===== config.mk =====
export PLATFORM = sky130hd
export DESIGN_NAME = aeroponic_pump_spray_control
export DESIGN_NICKNAME = d
export VERILOG_FILES = /design/src/rtl/core/apsc_pkg.sv /design/src/rtl/core/aeroponic_pump_spray_control.sv /design/src/rtl/core/apsc_cfg_regs.sv /design/src/rtl/core/apsc_core.sv
export SDC_FILE = /design/constraint.sdc
export NUM_CORES = 1
export LEC_CHECK = 0
export BUFFER_PORTS_ARGS = -buffer_cell sky130_fd_sc_hd__buf_2
export CAP_MARGIN = 20
export CORE_ASPECT_RATIO = 0.75
export CORE_MARGIN = 3
export CORE_UTILIZATION = 52
export CTS_CLUSTER_DIAMETER = 150
export DETAILED_ROUTE_END_ITERATION = 7
export MAX_ROUTING_LAYER = met4
export PLACE_DENSITY = 0.82
export SYNTH_ARGS = -nofsm -noshare
export SYNTH_HDL_FRONTEND = slang
export SYNTH_SLANG_ARGS = --single-unit

===== constraint.sdc =====
create_clock -name clk -period 5.22 [get_ports clk]
set_input_delay 0.261 -clock clk [delete_from_list [all_inputs] [get_ports clk]]
set_output_delay 0.261 -clock clk [all_outputs]
set_load 0.02 [all_outputs]

===== src/rtl/core/apsc_pkg.sv =====
`timescale 1ns / 1ps
`default_nettype none
// ----------------------------------------------------------------------------
// apsc_pkg : shared types and constants for the pump and spray controller
// Word layouts, event codes, register indexes and reset values.
// ----------------------------------------------------------------------------
package apsc_pkg;

	// Event codes carried in the action field
	localparam logic [1:0] ACT_TICK      = 2'd0;
	localparam logic [1:0] ACT_REFILL    = 2'd1;
	localparam logic [1:0] ACT_SPRAY_NOW = 2'd2;
	localparam logic [1:0] ACT_SPRAY_OFF = 2'd3;

	// Configuration register indexes
	localparam int unsigned CFG_IDX_W = 3;
	localparam logic [CFG_IDX_W-1:0] REG_PRESSURE_LOW   = 3'd0;
	localparam logic [CFG_IDX_W-1:0] REG_PRESSURE_HIGH  = 3'd1;
	localparam logic [CFG_IDX_W-1:0] REG_PUMP_TIMEOUT   = 3'd2;
	localparam logic [CFG_IDX_W-1:0] REG_PRIMING_TIME   = 3'd3;
	localparam logic [CFG_IDX_W-1:0] REG_SPRAY_DURATION = 3'd4;
	localparam logic [CFG_IDX_W-1:0] REG_SPRAY_INTERVAL = 3'd5;
	localparam logic [CFG_IDX_W-1:0] REG_SPRAY_ENABLED  = 3'd6;
	localparam int unsigned CFG_DATA_W = 12;

	// Spray status codes
	localparam logic [1:0] STAT_DISABLED = 2'd0;
	localparam logic [1:0] STAT_IDLE     = 2'd1;
	localparam logic [1:0] STAT_SPRAYING = 2'd2;

	// Elapsed-second counters saturate at all ones
	localparam int unsigned CNT_W = 17;
	localparam logic [CNT_W-1:0] CNT_MAX = '1;

	// Register reset values (timeouts held in seconds)
	localparam logic [11:0] PRESSURE_LOW_RST   = 12'd500;
	localparam logic [11:0] PRESSURE_HIGH_RST  = 12'd700;
	localparam logic [13:0] PUMP_TIMEOUT_S_RST = 14'd360;
	localparam logic [7:0]  PRIMING_TIME_RST   = 8'd10;
	localparam logic [11:0] SPRAY_DURATION_RST = 12'd10;
	localparam logic [16:0] SPRAY_INTERVAL_S_RST = 17'd900;
	localparam logic        SPRAY_ENABLED_RST  = 1'b1;

	typedef struct packed {
		logic [1:0]  action;
		logic [11:0] pressure;
		logic        mixing;
		logic        force_spray;
	} in_word_t;

	typedef struct packed {
		logic       pump_running;
		logic       bypass_open;
		logic       spray_open;
		logic       pump_healthy;
		logic       pump_failed;
		logic [1:0] spray_status;
	} out_word_t;

	// Settings as seen by the update logic, minute limits already in seconds
	typedef struct packed {
		logic [11:0] pressure_low;
		logic [11:0] pressure_high;
		logic [13:0] pump_timeout_s;
		logic [7:0]  priming_time_s;
		logic [11:0] spray_duration_s;
		logic [16:0] spray_interval_s;
		logic        spray_enabled;
	} cfg_t;

endpackage
`default_nettype wire


===== src/rtl/core/aeroponic_pump_spray_control.sv =====
`timescale 1ns / 1ps
`default_nettype none
// ----------------------------------------------------------------------------
// aeroponic_pump_spray_control : aeroponic tank pump and spray valve control
// Event-driven pump hysteresis, self priming, timeout and spray cycling.
// ----------------------------------------------------------------------------
// Usage:
//   Input channel (in_valid / in_stall / in_data) takes one event word: a
//   one-second tick with pressure and mixing flag, refill, spray now or
//   spray off. Output channel (out_valid / out_stall / out_data) returns one
//   result word per event with the flags after that event.
//   A word is taken at a clock edge with valid high and stall low.
//   An input register holds the word, then the update logic writes the
//   state and the output register together. Throughput is one word per
//   cycle without receiver stalls, set by the update between the two registers.
//   When the receiver stalls, the output word holds; one more word waits in
//   the input register, after which in_stall rises.
//   Reset clears pump and bypass flags, both second counters and the pipeline;
//   the pump comes out healthy, the spray valve open, registers at defaults.
//   Configuration writes (cfg_we, cfg_index, cfg_data) take effect at once
//   and are meant for when no word is in flight.
// ----------------------------------------------------------------------------
module aeroponic_pump_spray_control (
	input  wire logic                           clk,
	input  wire logic                           arst_n,
	input  wire logic                           in_valid,
	output logic                                in_stall,
	input  wire apsc_pkg::in_word_t             in_data,
	output logic                                out_valid,
	input  wire logic                           out_stall,
	output apsc_pkg::out_word_t                 out_data,
	input  wire logic                           cfg_we,
	input  wire logic [apsc_pkg::CFG_IDX_W-1:0]  cfg_index,
	input  wire logic [apsc_pkg::CFG_DATA_W-1:0] cfg_data
);
	import apsc_pkg::*;

	cfg_t      cfg;
	in_word_t  item_s1;
	logic      valid_s1;
	logic      advance;
	logic      take;
	out_word_t result;
	out_word_t out_q;
	logic      out_valid_q;

	apsc_cfg_regs u_cfg (
		.clk       (clk),
		.arst_n    (arst_n),
		.cfg_we    (cfg_we),
		.cfg_index (cfg_index),
		.cfg_data  (cfg_data),
		.cfg       (cfg)
	);

	apsc_core u_core (
		.clk    (clk),
		.arst_n (arst_n),
		.upd_en (valid_s1 && advance),
		.item   (item_s1),
		.cfg    (cfg),
		.result (result)
	);

	// Handshake: move the stage-one word on when the output slot frees up
	assign advance  = !out_valid_q || !out_stall;
	assign in_stall = valid_s1 && !advance;
	assign take     = in_valid && !in_stall;

	// Input register
	always_ff @(posedge clk or negedge arst_n) begin
		if (!arst_n)
			valid_s1 <= 1'b0;
		else if (take)
			valid_s1 <= 1'b1;
		else if (advance)
			valid_s1 <= 1'b0;
	end

	always_ff @(posedge clk) begin
		if (take)
			item_s1 <= in_data;
	end

	// Output register
	always_ff @(posedge clk or negedge arst_n) begin
		if (!arst_n)
			out_valid_q <= 1'b0;
		else if (advance)
			out_valid_q <= valid_s1;
	end

	always_ff @(posedge clk) begin
		if (advance && valid_s1)
			out_q <= result;
	end

	assign out_valid = out_valid_q;
	assign out_data  = out_q;

	// A failed pump is never reported healthy or running
	a_fail_unhealthy: assert property (@(posedge clk) disable iff (!arst_n)
		out_valid_q && out_q.pump_failed |-> !out_q.pump_healthy && !out_q.pump_running)
		else $error("pump_failed reported with pump healthy or running");

	// Spray status agrees with the valve
	a_spray_status: assert property (@(posedge clk) disable iff (!arst_n)
		out_valid_q |-> (out_q.spray_open == (out_q.spray_status == STAT_SPRAYING)))
		else $error("spray_status disagrees with spray_open");

	// Input is only held off while a word waits in stage one
	a_stall_cause: assert property (@(posedge clk) disable iff (!arst_n)
		in_stall |-> valid_s1 && out_valid_q && out_stall)
		else $error("in_stall raised with nothing waiting");

	// A word held in stage one is not lost while the output stalls
	a_s1_hold: assert property (@(posedge clk) disable iff (!arst_n)
		valid_s1 && !advance |=> valid_s1 && $stable(item_s1))
		else $error("stage-one word dropped under stall");

endmodule
`default_nettype wire


===== src/rtl/core/apsc_cfg_regs.sv =====
`timescale 1ns / 1ps
`default_nettype none
// ----------------------------------------------------------------------------
// apsc_cfg_regs : configuration register file
// Decodes register writes; minute limits are converted to seconds on write.
// ----------------------------------------------------------------------------
module apsc_cfg_regs (
	input  wire logic                           clk,
	input  wire logic                           arst_n,
	input  wire logic                           cfg_we,
	input  wire logic [apsc_pkg::CFG_IDX_W-1:0]  cfg_index,
	input  wire logic [apsc_pkg::CFG_DATA_W-1:0] cfg_data,
	output apsc_pkg::cfg_t                      cfg
);
	import apsc_pkg::*;

	cfg_t cfg_q;
	logic [13:0] timeout_s;
	logic [16:0] interval_s;

	// Scale minutes to seconds: x*60 = x*64 - x*4
	assign timeout_s  = {cfg_data[7:0], 6'd0} - {4'd0, cfg_data[7:0], 2'd0};
	assign interval_s = {cfg_data[10:0], 6'd0} - {4'd0, cfg_data[10:0], 2'd0};

	// Register writes
	always_ff @(posedge clk or negedge arst_n) begin
		if (!arst_n) begin
			cfg_q.pressure_low     <= PRESSURE_LOW_RST;
			cfg_q.pressure_high    <= PRESSURE_HIGH_RST;
			cfg_q.pump_timeout_s   <= PUMP_TIMEOUT_S_RST;
			cfg_q.priming_time_s   <= PRIMING_TIME_RST;
			cfg_q.spray_duration_s <= SPRAY_DURATION_RST;
			cfg_q.spray_interval_s <= SPRAY_INTERVAL_S_RST;
			cfg_q.spray_enabled    <= SPRAY_ENABLED_RST;
		end else if (cfg_we) begin
			unique case (cfg_index)
				REG_PRESSURE_LOW:   cfg_q.pressure_low     <= cfg_data;
				REG_PRESSURE_HIGH:  cfg_q.pressure_high    <= cfg_data;
				REG_PUMP_TIMEOUT:   cfg_q.pump_timeout_s   <= timeout_s;
				REG_PRIMING_TIME:   cfg_q.priming_time_s   <= cfg_data[7:0];
				REG_SPRAY_DURATION: cfg_q.spray_duration_s <= cfg_data;
				REG_SPRAY_INTERVAL: cfg_q.spray_interval_s <= interval_s;
				REG_SPRAY_ENABLED:  cfg_q.spray_enabled    <= cfg_data[0];
				default: ;
			endcase
		end
	end

	assign cfg = cfg_q;

endmodule
`default_nettype wire


===== src/rtl/core/apsc_core.sv =====
`timescale 1ns / 1ps
`default_nettype none
// ----------------------------------------------------------------------------
// apsc_core : controller state and single-pass update
// Holds pump, bypass, spray and health flags and both second counters, and
// works out the state and result word after one event.
// ----------------------------------------------------------------------------
module apsc_core (
	input  wire logic                clk,
	input  wire logic                arst_n,
	input  wire logic                upd_en,
	input  wire apsc_pkg::in_word_t  item,
	input  wire apsc_pkg::cfg_t      cfg,
	output apsc_pkg::out_word_t      result
);
	import apsc_pkg::*;

	logic             pump_q, bypass_q, spray_q, ok_q;
	logic [CNT_W-1:0] pump_sec_q, spray_sec_q;

	logic             pump_d, bypass_d, spray_d, ok_d, failed_d;
	logic [CNT_W-1:0] pump_sec_d, spray_sec_d;

	// Work out the state after this event
	always_comb begin
		pump_d      = pump_q;
		bypass_d    = bypass_q;
		spray_d     = spray_q;
		ok_d        = ok_q;
		pump_sec_d  = pump_sec_q;
		spray_sec_d = spray_sec_q;
		failed_d    = 1'b0;
		case (item.action)
			ACT_TICK: begin
				// advance both counters, holding at full scale
				if (pump_sec_q != CNT_MAX)
					pump_sec_d = pump_sec_q + 1'b1;
				if (spray_sec_q != CNT_MAX)
					spray_sec_d = spray_sec_q + 1'b1;
				// pump stop and end of priming
				if (pump_q) begin
					if (item.pressure >= cfg.pressure_high) begin
						pump_d = 1'b0;
					end else begin
						if (pump_sec_d >= {3'd0, cfg.pump_timeout_s}) begin
							pump_d = 1'b0;
							if (!item.mixing) begin
								ok_d     = 1'b0;
								failed_d = 1'b1;
							end
						end
						if (!item.mixing && bypass_q &&
						    pump_sec_d >= {9'd0, cfg.priming_time_s}) begin
							bypass_d   = 1'b0;
							pump_sec_d = '0;
						end
					end
				end else begin
					bypass_d = 1'b0;
				end
				// pump start on low pressure
				if (ok_d && item.pressure <= cfg.pressure_low && !pump_d && !bypass_d) begin
					bypass_d   = 1'b1;
					pump_d     = 1'b1;
					pump_sec_d = '0;
				end
				// spray valve cycling
				if (spray_q) begin
					if (spray_sec_d >= {5'd0, cfg.spray_duration_s}) begin
						spray_d     = 1'b0;
						spray_sec_d = '0;
					end
				end else if (cfg.spray_enabled && spray_sec_d >= cfg.spray_interval_s) begin
					spray_d     = 1'b1;
					spray_sec_d = '0;
				end
			end
			ACT_REFILL: begin
				ok_d       = 1'b1;
				bypass_d   = 1'b1;
				pump_d     = 1'b1;
				pump_sec_d = '0;
			end
			ACT_SPRAY_NOW: begin
				if (cfg.spray_enabled || item.force_spray) begin
					spray_sec_d = '0;
					spray_d     = 1'b1;
				end
			end
			default: begin
				spray_d = 1'b0;
			end
		endcase
	end

	// Hold state, advance on each processed word
	always_ff @(posedge clk or negedge arst_n) begin
		if (!arst_n) begin
			pump_q      <= 1'b0;
			bypass_q    <= 1'b0;
			spray_q     <= SPRAY_ENABLED_RST;
			ok_q        <= 1'b1;
			pump_sec_q  <= '0;
			spray_sec_q <= '0;
		end else if (upd_en) begin
			pump_q      <= pump_d;
			bypass_q    <= bypass_d;
			spray_q     <= spray_d;
			ok_q        <= ok_d;
			pump_sec_q  <= pump_sec_d;
			spray_sec_q <= spray_sec_d;
		end
	end

	// Result word
	always_comb begin
		result.pump_running = pump_d;
		result.bypass_open  = bypass_d;
		result.spray_open   = spray_d;
		result.pump_healthy = ok_d;
		result.pump_failed  = failed_d;
		if (spray_d)
			result.spray_status = STAT_SPRAYING;
		else if (cfg.spray_enabled)
			result.spray_status = STAT_IDLE;
		else
			result.spray_status = STAT_DISABLED;
	end

endmodule
`default_nettype wire


==> flow_summary_export.csv, run 1 <==
group,metric,value,unit
outcome,run_status,"finished clean",
yosys,synth_seq_cells,135,
setup_path,critical_path.endpoint_type,"flip-flop",
yosys,netlist-cell-type-count,65,
floorplan,fp-row-count,39,
sta,setup_viol,0,
yosys,postSynth.asyncResetShare,0.830,
setup_path,ff2ff_path_depth,20,
final_layout,nNetsFinal,1058,
final_layout,multi_input_gate_area_in_the_final_layout,4260,um^2
grt,largest_net_degree_at_the_start_of_global_routing,68,
sta,maxSlewViolCount,0,
yosys,syn_inst,882,
yosys,synth.avg_cell_area,9.30,um^2
sta,max-slew-margin-rel,0.414,
sta,worst-slew-pin-transition,879,ps
sta,fmaxAchievable,0.207,GHz
floorplan,floorplan.io_pins,45,
setup_path,worst_endpoint_data_arrival_time,5170,ps
worst_hold_path,worstHoldStart,"in_data[3]",
placed_design,gp_congestion,0.943,
yosys,syn-num-nets,999,
cts,total_clock_buffers_created_by_cts,17,
yosys,synth_sequential_area_ratio,0.430,
yosys,synth_fa_ha_area_frac,0.124,
sta,setup_repair_after_global_routing_missed_its_margin,"no",
cts,cts_sinks,135,
cts,worstSkewPairLatency,420,ps
yosys,synth-compound-area-share,0.178,
floorplan,effective_utilization_at_floorplan,0.535,
routing,routedWlPerCell,17.1,um
sta,final_period_minus_worst_setup_slack,4820,ps
sta,timing.clock.skew,8.81,ps
yosys,post_synth_instance_area,8200,um^2
yosys,ys.warnings.count,0,
routing,via_count,6745,
final_layout,fillers,1320,
cts,clockRootBuffer,"clkbuf_16",
cts,cts_max_path_buffers,2,
setup_path,timing.setup.critical_path_class,"reg -> reg",
yosys,synth_top_family_by_area,"compound AO/OA/AOI/OAI gates",
setup_path,rr_endpoint,"u_core.pump_sec_q[0]$_DFFE_PN0P_",
pwr,power.leakage,0.00441,uW
final_layout,seq_area,3530,um^2
worst_hold_path,min_to,"item_s1[3]$_DFFE_PP_",
final_layout,final_layout_size_suffix_gt1_frac,0.152,
cts,htree_levels,4,
setup_path,critical_r2r_launch,"u_core.pump_sec_q[0]$_DFFE_PN0P_",
routing,route.antenna.remaining_nets,0,
routing,vias_per_cell,5.82,
placed_design,post_dp_cell_area,8700,um^2
setup_path,timing.critical_path.fanout_max,15,
run,max_cap_violations,0,
routing,drt_wl_total,19800,um
routing,drtPass1Iterations,7,
final_layout,fin_area,9330,um^2
sta,finalCritPeriodShare,0.924,
floorplan,die_height,115,um
grt,global_route_usage_sum,0.250,
yosys,synth_enable_flop_cells,23,
cts,path_clk_slew,70,ps
worst_hold_path,holdPathStages,1,
final_layout,num_antenna_cells,0,
yosys,synth_xor_xnor_area_share,0.0384,
routing,detail_route.drc_violations,0,
final_layout,areaGrowthSynthToFinish,13.7,%
setup_path,critical_path.startpoint_type,"flip-flop",
setup_path,required,5560,ps
yosys,yosys_most_used_dff,"dfrtp_1",
grt,grt_ovf,0,
placed_design,detailedPlacementHpwl,14600,um
setup_path,reg2reg_slack,400,ps
cts,tritoncts,"built",
grt,grt_pass1_wl,33000,um
placed_design,port_buffers,44,
worst_hold_path,min_delay_worst_type,"in -> reg",
pwr,power_per_cell_area,353,nW/um^2
yosys,yosys-mux-area-fraction,0.0108,
floorplan,die_width,151,um
sta,setup_tns,0,ps
floorplan,floorplan.die_area,17300,um^2
floorplan,design.core.area,15300,um^2
pwr,vdd_drop_max,0.248,mV
grt,antenna_violations_before_repair,0,
sta,timing.final.hold_violations,0,
grt,number_of_global_route_vias_before_repair,6593,
yosys,synth_simple_gate_area_share,0.167,
routing,dr.first_iter.drc_count,513,
cells in the mapped netlist, drive strengths merged (2+ instances only):
library cell	n	area share
buf	5	0.0031
ha	81	0.12
or4	3	0.0027
a221oi	3	0.0032
nor2b	6	0.0046
a21oi	30	0.019
clkbuf	18	0.0082
mux2	7	0.0096
a2111oi	3	0.0032
nor3b	4	0.0037
o21ai	96	0.059
dfrtp	85	0.26
and4	2	0.0021
nand4b	3	0.0032
nor3	19	0.012
nor4	5	0.0064
a32o	2	0.0024
inv	90	0.041
a211o	3	0.0032
a22o	16	0.017
nand4	15	0.012
and3	11	0.0090
edfxtp	23	0.084
or3	7	0.0053
dfstp	27	0.087
nor2	44	0.020
nand2b	9	0.0069
xor2	12	0.013
o211ai	5	0.0046
nand3	23	0.014
o221ai	2	0.0021
a21o	22	0.020
a211oi	11	0.010
nand2	117	0.054
a31o	2	0.0021
or2	6	0.0046
a31oi	8	0.0061
o21bai	3	0.0027
and2	4	0.0031
o2111ai	4	0.0043
xnor2	24	0.026
o21a	5	0.0046
flip-flops by register name (all words and copies together) (netlist names):
register	cells
item_s1	16
out_data	7
out_valid	1
u_cfg.cfg	72
u_core.bypass_q	1
u_core.ok_q	1
u_core.pump_q	1
u_core.pump_sec_q	17
u_core.spray_q	1
u_core.spray_sec_q	17
valid_s1	1
how the worst max path moves through the flow:
stage	to	slack (ps)	cells past startpoint	start
finish	u_core.pump_sec_q[0]$_DFFE_PN0P_	400	20	u_core.pump_sec_q[0]$_DFFE_PN0P_
global route	u_core.pump_sec_q[5]$_DFFE_PN0P_	20	20	u_core.pump_sec_q[0]$_DFFE_PN0P_
CTS	u_core.pump_sec_q[5]$_DFFE_PN0P_	240	20	u_core.pump_sec_q[0]$_DFFE_PN0P_
detailed placement	u_core.pump_sec_q[5]$_DFFE_PN0P_	360	20	u_core.pump_sec_q[0]$_DFFE_PN0P_
global placement	u_core.pump_sec_q[0]$_DFFE_PN0P_	430	20	u_core.pump_sec_q[0]$_DFFE_PN0P_
floorplan	u_core.pump_sec_q[8]$_DFFE_PN0P_	690	20	u_core.pump_sec_q[3]$_DFFE_PN0P_
per-stage QoR:
| step | power (uW) | std cells | util | setup slack [ps] | hold slack (ps) |
|---|---|---|---|---|---|
| floorplan | 1890 | 882 | - | 691 | -34.6 |
| CTS | 3280 | 1153 | 0.605 | 238 | 2.13 |
| global placement | 2090 | 1119 | 0.567 | 427 | 423 |
| finish | 3290 | 1159 | 0.609 | 396 | 7.70 |
| global route | 3480 | 1159 | 0.609 | 20.5 | 1.10 |
| detailed placement | 2130 | 1120 | 0.568 | 357 | 426 |
per-layer routing:
layer | global-route usage | vias up | wire length [um]
li1 | - | 3250 | -
met3 | 0.0477 | 21 | 1320
met4 | 0.0610 | 0 | 247
met2 | 0.373 | 235 | 8880
met1 | 0.354 | 3239 | 9400
met5 | - | - | 0
placed cells by master (no fill, tap or decap), types with 4 or more instances in the layout:
master / n
xnor2_1: 24
a31oi_1: 8
edfxtp_1: 23
o21a_1: 5
ha_1: 81
a22o_1: 16
and2_1: 4
clkbuf_16: 18
buf_4: 15
dfrtp_1: 85
nand3_1: 23
or2_2: 6
a21oi_1: 29
nand2b_1: 9
nand4_1: 14
a21o_1: 22
and3_1: 10
inv_6: 5
nor2b_1: 6
a211oi_1: 11
o21ai_0: 96
inv_1: 90
buf_2: 43
o211ai_1: 5
nor3_1: 17
xor2_1: 12
nor2_1: 43
nand2_1: 117
or3_1: 7
mux2_2: 7
o2111ai_1: 4
dfstp_2: 27
logic make-up (layout without fill, tap and decap cells):
logic type	after synthesis	in the layout
AND/OR/NAND/NOR	281	281
buffers and inverters	113	185
AO/OA/AOI/OAI	228	228
multiplexers	8	8
adder cells (fa/ha/maj)	81	81
flip-flops	135	135
XOR/XNOR	36	36
worst max-delay path, cell delays in order (launching register included):
cell,delay [ps]
dfrtp_1,460
ha_1,220
nand2_1,100
or3b_2,510
nor2_2,200
nor2_1,100
and3_1,220
and3_1,200
nor2b_1,140
or2_2,290
ha_1,290
o21ai_0,200
nor2_1,70
or3_1,320
a211o_1,280
nor3_1,210
o21ai_0,150
a21oi_2,280
buf_4,260
nand2_1,70
a31oi_1,170
area by class of cell:
type,count,area share
multi-input combinational,634,0.457
clock inverter,13,0.0115
tap,205,0.0275
clock buffer,19,0.0487
inverter,90,0.0362
timing repair buffer,63,0.0412
sequential,135,0.378
report_power, final:
part           leakage [uW]  internal (uW)  total [uW]  switching, uW
registers           0.00159           1270        1370            102
logic               0.00255            315         775            460
clock network      0.000273            648        1150            498
total               0.00441           2230        3290           1060
timing repair:
action | CTS | global route
endpoints found under the hold margin | 10 | 2
endpoints found under the setup margin | 0 | 11
buffers inserted | 0 | 3
gates resized for setup | 0 | 1
hold buffers | 1 | 2
Note: power is estimated with default switching activity, not from simulation.
==> inputs of run 2 (changes only) <==
==> constraint.sdc (replaced) <==
create_clock -name clk -period 6.15 [get_ports clk]
set_input_delay 0.3075 -clock clk [delete_from_list [all_inputs] [get_ports clk]]
set_output_delay 0.3075 -clock clk [all_outputs]
set_load 0.02 [all_outputs]
==> run 2 against run 1 <==
Compared with the run above: non-clock buffer count is 12 lower; fmax fell by 12%; first-iteration DRC count increased by 17%; via count decreased by 1.1%; final area down 0.74%; total power is 14% lower; sequential power decreased by 15%; critical path depth is 1 lower; largest cell class unchanged; count of clock-buffer cells in the layout rose by 5; routed wire length fell by 2.0%.
==> flow_summary_export.csv, run 2 (same netlist as run 1, synthesis figures left out) <==
group,metric,value,unit
grt,number_of_global_route_vias_before_repair,6512,
final_layout,num_antenna_cells,0,
setup_path,critical_path_max_stage_delay,630,ps
routing,route.antenna.remaining_nets,0,
setup_path,timing.setup.critical_path_class,"reg -> reg",
placed_design,port_buffers,44,
routing,met3WireLength,1270,um
floorplan,effective_utilization_at_floorplan,0.535,
floorplan,design.core.area,15300,um^2
worst_hold_path,min_delay_worst_type,"in -> reg",
sta,final_period_minus_worst_setup_slack,5460,ps
final_layout,final_layout_size_suffix_gt1_frac,0.141,
sta,setup_viol,0,
routing,vias_per_cell,5.82,
final_layout,most_frequent_standard_cell_in_the_layout_excluding_fill_and_tap_cells,"nand2_1",
sta,max-slew-margin-rel,0.412,
cts,cts_sinks,135,
run,max_cap_violations,0,
grt,grt_pass1_wl,32500,um
placed_design,gp_congestion,0.928,
grt,largest_net_degree_at_the_start_of_global_routing,59,
setup_path,worst_path_max_delay_cell,"or3b_2",
sta,worst-slew-pin-transition,882,ps
setup_path,critical_path.startpoint_type,"flip-flop",
pwr,vdd_drop_max,0.192,mV
floorplan,floorplan.die_area,17300,um^2
final_layout,nNetsFinal,1046,
routing,routed-wl-met2,8590,um
grt,grt_ovf,0,
cts,clockRootBuffer,"clkbuf_16",
grt,global_route_usage_sum,0.248,
floorplan,fp-row-count,39,
routing,drtPass1Iterations,5,
routing,drt_wl_total,19400,um
setup_path,setup.worst_path.start,"u_core.pump_sec_q[5]$_DFFE_PN0P_",
sta,finalCritPeriodShare,0.888,
cts,ctsResizeCount,0,
setup_path,required,6510,ps
floorplan,die_width,151,um
setup_path,critical_r2r_launch,"u_core.pump_sec_q[5]$_DFFE_PN0P_",
sta,maxSlewViolCount,0,
cts,path_clk_slew,60,ps
floorplan,floorplan.io_pins,45,
sta,finalWorstSetupSlack,688,ps
sta,setup_tns,0,ps
cts,postCtsSetupRepairBufs,0,
cts,cts_hold_buffers,1,
final_layout,commonest_cells_after_routing_fill_and_taps_aside,"nand2_1, o21ai_0, inv_1",
cts,htree_levels,4,
setup_path,timing.critical_path.fanout_max,13,
grt,antenna_violations_before_repair,0,
final_layout,areaGrowthSynthToFinish,12.9,%
routing,dr.first_iter.drc_count,599,
routing,highest_layer,"met4",
routing,detail_route.drc_violations,0,
routing,routedWlPerCell,16.9,um
worst_hold_path,worstHoldStart,"in_data[4]",
final_layout,fillers,1293,
setup_path,worst_endpoint_data_arrival_time,5830,ps
cts,total_clock_buffers_created_by_cts,17,
cts,worstSkewPairLatency,430,ps
placed_design,detailedPlacementHpwl,14100,um
setup_path,timing.critical_path.cells,"nand3_1, or3b_2, nor2_1, nor2_1, and3_1, and3_1, nor2b_1, or2_2, ha_1, o21ai_0, nor2_1, or3_1, a211o_1, nor3_1, o21ai_0, a21oi_2, buf_4, and3_1, a221o_1",
routing,via_count,6672,
routing,drt-met1-wl,9250,um
sta,fmaxAchievable,0.183,GHz
pwr,power_per_cell_area,305,nW/um^2
pwr,power.leakage,0.00437,uW
outcome,run_status,"finished clean",
sta,timing.final.hold_violations,0,
placed_design,dp_worst_setup_slack,837,ps
sta,timing.clock.skew,10.6,ps
cts,cts_max_path_buffers,2,
sta,setup_repair_after_global_routing_missed_its_margin,"no",
final_layout,largest_reg_flops,72,
floorplan,die_height,115,um
cts,tritoncts,"built",
setup_path,critical_path.endpoint_type,"flip-flop",
run 2: cell count changes in the layout (fill, tap and decap cells not counted), moves of 2 or more:
cell	previous run	this run
clkbuf_8	0	2
inv_6	5	1
clkbuf_16	18	20
dlygate4sd3_1	3	1
buf_4	15	6
run 2: where the power goes:
| group | switching [uW] | leakage (uW) | internal [uW] |
|---|---|---|---|
| Sequential | 85.8 | 0.00159 | 1070 |
| Combinational | 389 | 0.00249 | 259 |
| Clock | 403 | 0.000284 | 611 |
| Total | 878 | 0.00437 | 1940 |
run 2: path summary, 6_finish.rpt:
| path | to | slack, ps | cells after the start |
|---|---|---|---|
| max in group asynchronous | u_cfg.cfg[14]$_DFFE_PN0P_ | 4440 | 3 |
| max reg2reg | u_core.pump_sec_q[13]$_DFFE_PN0P_ | 690 | 19 |
| max | u_core.pump_sec_q[13]$_DFFE_PN0P_ | 690 | 19 |
| min reg2reg | u_cfg.cfg[31]$_DFFE_PN1P_ | 480 | 2 |
| min | item_s1[4]$_DFFE_PP_ | 50 | 1 |
| min in group asynchronous | u_cfg.cfg[32]$_DFFE_PN0P_ | 500 | 2 |
run 2: final cells by class:
| type | instances | area [um^2] | area share |
|---|---|---|---|
| Inverter | 90 | 338 | 0.0365 |
| Tap cell | 205 | 256 | 0.0277 |
| Timing Repair Buffer | 51 | 285 | 0.0308 |
| Multi-Input combinational cell | 634 | 4260 | 0.460 |
| Clock inverter | 8 | 58.8 | 0.00635 |
| Sequential cell | 135 | 3530 | 0.381 |
| Clock buffer | 24 | 536 | 0.0578 |
run 2: stage by stage:
step                      power (uW)  std cells  utilization  instance area [um^2]  hold slack, ps
after detailed placement        1810       1113        0.564                  8640             421
after CTS                       2830       1146        0.603                  9240            33.4
final                           2820       1147        0.604                  9260            46.8
after global routing            3000       1147        0.604                  9260            31.7
after global placement          1780       1113        0.564                  8640             400
after floorplan                 1600        882            -                  8200            11.9
run 2: layer usage:
metal / global-route usage / vias to the layer above
met5: - / -
met4: 0.0707 / 0
met3: 0.0626 / 34
met2: 0.361 / 225
met1: 0.345 / 3185
li1: - / 3228
run 2: critical path: cells and delay by family (launching register included):
kind,cells,cell delay (ps)
DFF,1,420
buffers and inverters,1,280
AOI/OAI and AO/OA,5,1180
and+or+nand+nor,12,3230
adders and majority gates,1,300
==> inputs of run 3 (changes only) <==
--- a/config.mk
+++ b/config.mk
@@ -12,8 +12,10 @@
 export CORE_UTILIZATION = 52
 export CTS_CLUSTER_DIAMETER = 150
 export DETAILED_ROUTE_END_ITERATION = 7
+export GPL_ROUTABILITY_DRIVEN = 1
 export MAX_ROUTING_LAYER = met4
-export PLACE_DENSITY = 0.82
+export PLACE_DENSITY = 0.81
 export SYNTH_ARGS = -nofsm -noshare
 export SYNTH_HDL_FRONTEND = slang
+export SYNTH_HIERARCHICAL = 1
 export SYNTH_SLANG_ARGS = --single-unit
==> run 3 against run 2 <==
Compared with the run above: the run now ends with negative hold slack left; register-to-register slack improved by 610 ps; clock power barely moved; count of clock-buffer cells in the layout fell by 7; routed wire length rose by 8.9%; synthesized area rose by 8.3%; utilization fell by 0.61 points; sequential share of layout area fell by 2.1 points; final area rose by 5.7%; final cell count rose by 1.2%; die area rose by 7.9%; non-clock buffer count rose by 1; sequential cell count did not move; largest power group unchanged.
==> flow_summary_export.csv, run 3 <==
group,metric,value,unit
pwr,power_per_cell_area,302,nW/um^2
final_layout,fraction_of_the_core_area_covered_by_cells_at_the_end_of_the_flow,0.598,
sta,timing.clock.skew,14.6,ps
sta,final.hold.worst_slack,-0.883,ps
routing,via_count,7034,
grt,largest_net_degree_at_the_start_of_global_routing,78,
placed_design,port_buffers,44,
routing,route.antenna.remaining_nets,0,
cts,cts_sinks,135,
grt,number_of_global_route_vias_before_repair,6560,
yosys,synth.avg_cell_area,9.82,um^2
sta,max-slew-margin-rel,0.347,
yosys,synth_sequential_area_ratio,0.397,
sta,timing.final.hold_violations,3,
yosys,synth_seq_cells,135,
routing,routedWlPerCell,18.2,um
sta,maxSlewViolCount,0,
final_layout,areaGrowthSynthToFinish,10.2,%
yosys,post_synth_instance_area,8880,um^2
sta,finalCritPeriodShare,0.789,
cts,path_clk_slew,70,ps
final_layout,most_frequent_standard_cell_in_the_layout_excluding_fill_and_tap_cells,"inv_1",
floorplan,floorplan.io_pins,45,
grt,global_route_usage_sum,0.236,
final_layout,commonest_cells_after_routing_fill_and_taps_aside,"inv_1, dfrtp_1, ha_1",
run,max_cap_violations,0,
yosys,ys.warnings.count,6,
sta,worst-slew-pin-transition,979,ps
final_layout,multi_input_gate_area_in_the_final_layout,4800,um^2
sta,final_period_minus_worst_setup_slack,4850,ps
final_layout,seq_area,3530,um^2
cts,total_clock_buffers_created_by_cts,17,
routing,vias_per_cell,6.06,
yosys,yosys_most_used_dff,"dfrtp_1",
routing,drt_wl_total,21200,um
final_layout,final_layout_size_suffix_gt1_frac,0.195,
cts,ctsResizeCount,0,
setup_path,critical_path.startpoint_type,"flip-flop",
final_layout,largest_reg_flops,72,
floorplan,design.core.area,16400,um^2
sta,setup_repair_after_global_routing_missed_its_margin,"no",
pwr,power.leakage,0.00454,uW
routing,dr.first_iter.drc_count,772,
cts,tritoncts,"built",
routing,detail_route.drc_violations,0,
worst_hold_path,min_delay_worst_type,"in -> async",
routing,drtPass1Iterations,5,
cts,clockRootBuffer,"clkbuf_16",
sta,setup_tns,0,ps
final_layout,nNetsFinal,1057,
cts,cts_hold_buffers,0,
yosys,syn_inst,905,
yosys,largest_cells_by_area_after_synthesis,"dfrtp_1, ha_1, dfstp_2",
yosys,postSynth.asyncResetShare,0.830,
cts,cts_max_path_buffers,2,
yosys,synth_enable_flop_cells,23,
setup_path,timing.setup.critical_path_class,"reg -> reg",
floorplan,floorplan.die_area,18700,um^2
yosys,post-synth-top-count-cell,"inv_1",
cts,htree_levels,4,
grt,grt_ovf,0,
floorplan,die_width,157,um
setup_path,required,6510,ps
floorplan,die_height,119,um
yosys,netlist-cell-type-count,84,
cts,postCtsSetupRepairBufs,0,
floorplan,effective_utilization_at_floorplan,0.543,
setup_path,worst_endpoint_data_arrival_time,5210,ps
outcome,run_status,"complete, but fails checks",
yosys,synth_top_cell_by_area,"dfrtp_1",
sta,setup_viol,0,
setup_path,critical_path.endpoint_type,"flip-flop",
outcome,violations,"negative hold slack",
final_layout,fillers,1343,
floorplan,fp-row-count,40,
yosys,synth_commonest_cells,"inv_1, dfrtp_1, ha_1, nand2_1, o21ai_0",
placed_design,detailedPlacementHpwl,15700,um
pwr,vdd_drop_max,0.176,mV
sta,fmaxAchievable,0.206,GHz
cts,worstSkewPairLatency,430,ps
grt,grt_pass1_wl,33900,um
placed_design,gp_congestion,0.925,
yosys,synthDominantCellAreaShare,0.239,
setup_path,timing.critical_path.fanout_max,13,
grt,antenna_violations_before_repair,2,
-- run 3: changes by cell type in the layout (fill, tap and decap cells not counted), moves of 7 or more --
cell,delta
a21o_1,-8
nand2_1,-38
nand4_1,+8
mux2_2,+37
o21ai_0,-51
xnor2_1,-7
a21oi_1,+8
nand3_1,+13
-- run 3: metal layers --
layer	GRT usage	routed length (um)	vias to the layer above	share of wire
met5	-	0	-	0
li1	-	-	3356	-
met2	0.329	8900	281	0.42
met3	0.0512	1660	26	0.078
met4	0.0558	261	0	0.012
met1	0.351	10300	3371	0.49
-- run 3: where the power goes --
| group | switching [uW] | total [uW] | internal (uW) |
|---|---|---|---|
| Sequential | 105 | 1190 | 1080 |
| Clock | 459 | 1000 | 541 |
| Combinational | 441 | 772 | 331 |
| Total | 1010 | 2960 | 1960 |
-- run 3: cell families after synthesis --
kind of cell / Yosys count / share of synthesized area
simple gates: 276 / 0.167
compound gates: 195 / 0.158
flops: 135 / 0.397
buf+inv: 132 / 0.0644
fa+ha+maj: 85 / 0.120
mux: 50 / 0.0625
xor+xnor: 31 / 0.0306
other cells: 1 / 0.000422
-- run 3: stage by stage --
stage	setup slack [ps]	hold slack [ps]	area (um^2)	cells	total power [uW]
after floorplan	1980	11.9	8890	908	1750
after global placement	1550	462	9180	1124	1920
after detailed placement	1410	471	9180	1124	1960
after CTS	1380	33.6	9760	1156	2960
after global routing	997	27.7	9790	1161	3130
final	1300	-0.883	9790	1161	2960
-- run 3: final timing paths --
path / depth (start not counted) / startpoint / end / slack [ps]
max: 16 / u_core/pump_sec_q[0]$_DFFE_PN0P_ / u_core/pump_sec_q[4]$_DFFE_PN0P_ / 1300
min: 1 / arst_n / u_core/pump_sec_q[1]$_DFFE_PN0P_ / -0.9
max reg2reg: 16 / u_core/pump_sec_q[0]$_DFFE_PN0P_ / u_core/pump_sec_q[4]$_DFFE_PN0P_ / 1300
min reg2reg: 2 / u_cfg/cfg[42]$_DFFE_PN0P_ / u_cfg/cfg[42]$_DFFE_PN0P_ / 480
max in group asynchronous: 2 / arst_n / u_cfg/cfg[70]$_DFFE_PN1P_ / 5090
min in group clk: 1 / in_data[7] / item_s1[7]$_DFFE_PP_ / 50
-- run 3: final cells by class --
type,instances,share of cell area
diodes,2,0.000511
inverters,89,0.0341
clock inverters,15,0.0155
clock buffers,17,0.0435
well taps,210,0.0268
multi-input cells,641,0.490
repair buffers,52,0.0294
flip-flops and latches,135,0.360
-- run 3: critical path: stages, from the launching register on --
cell and delay (ps):
dfrtp_1 470, ha_1 250, and3_1 270, nand3_1 140, nor3_1 380, nor2_1 140
nand3_1 120, xnor2_1 190, ha_1 320, a211oi_1 250, o21ai_0 120, o221a_2 270
or4_1 510, or4_4 540, a31o_4 300, nor2_4 290, a22o_2 210
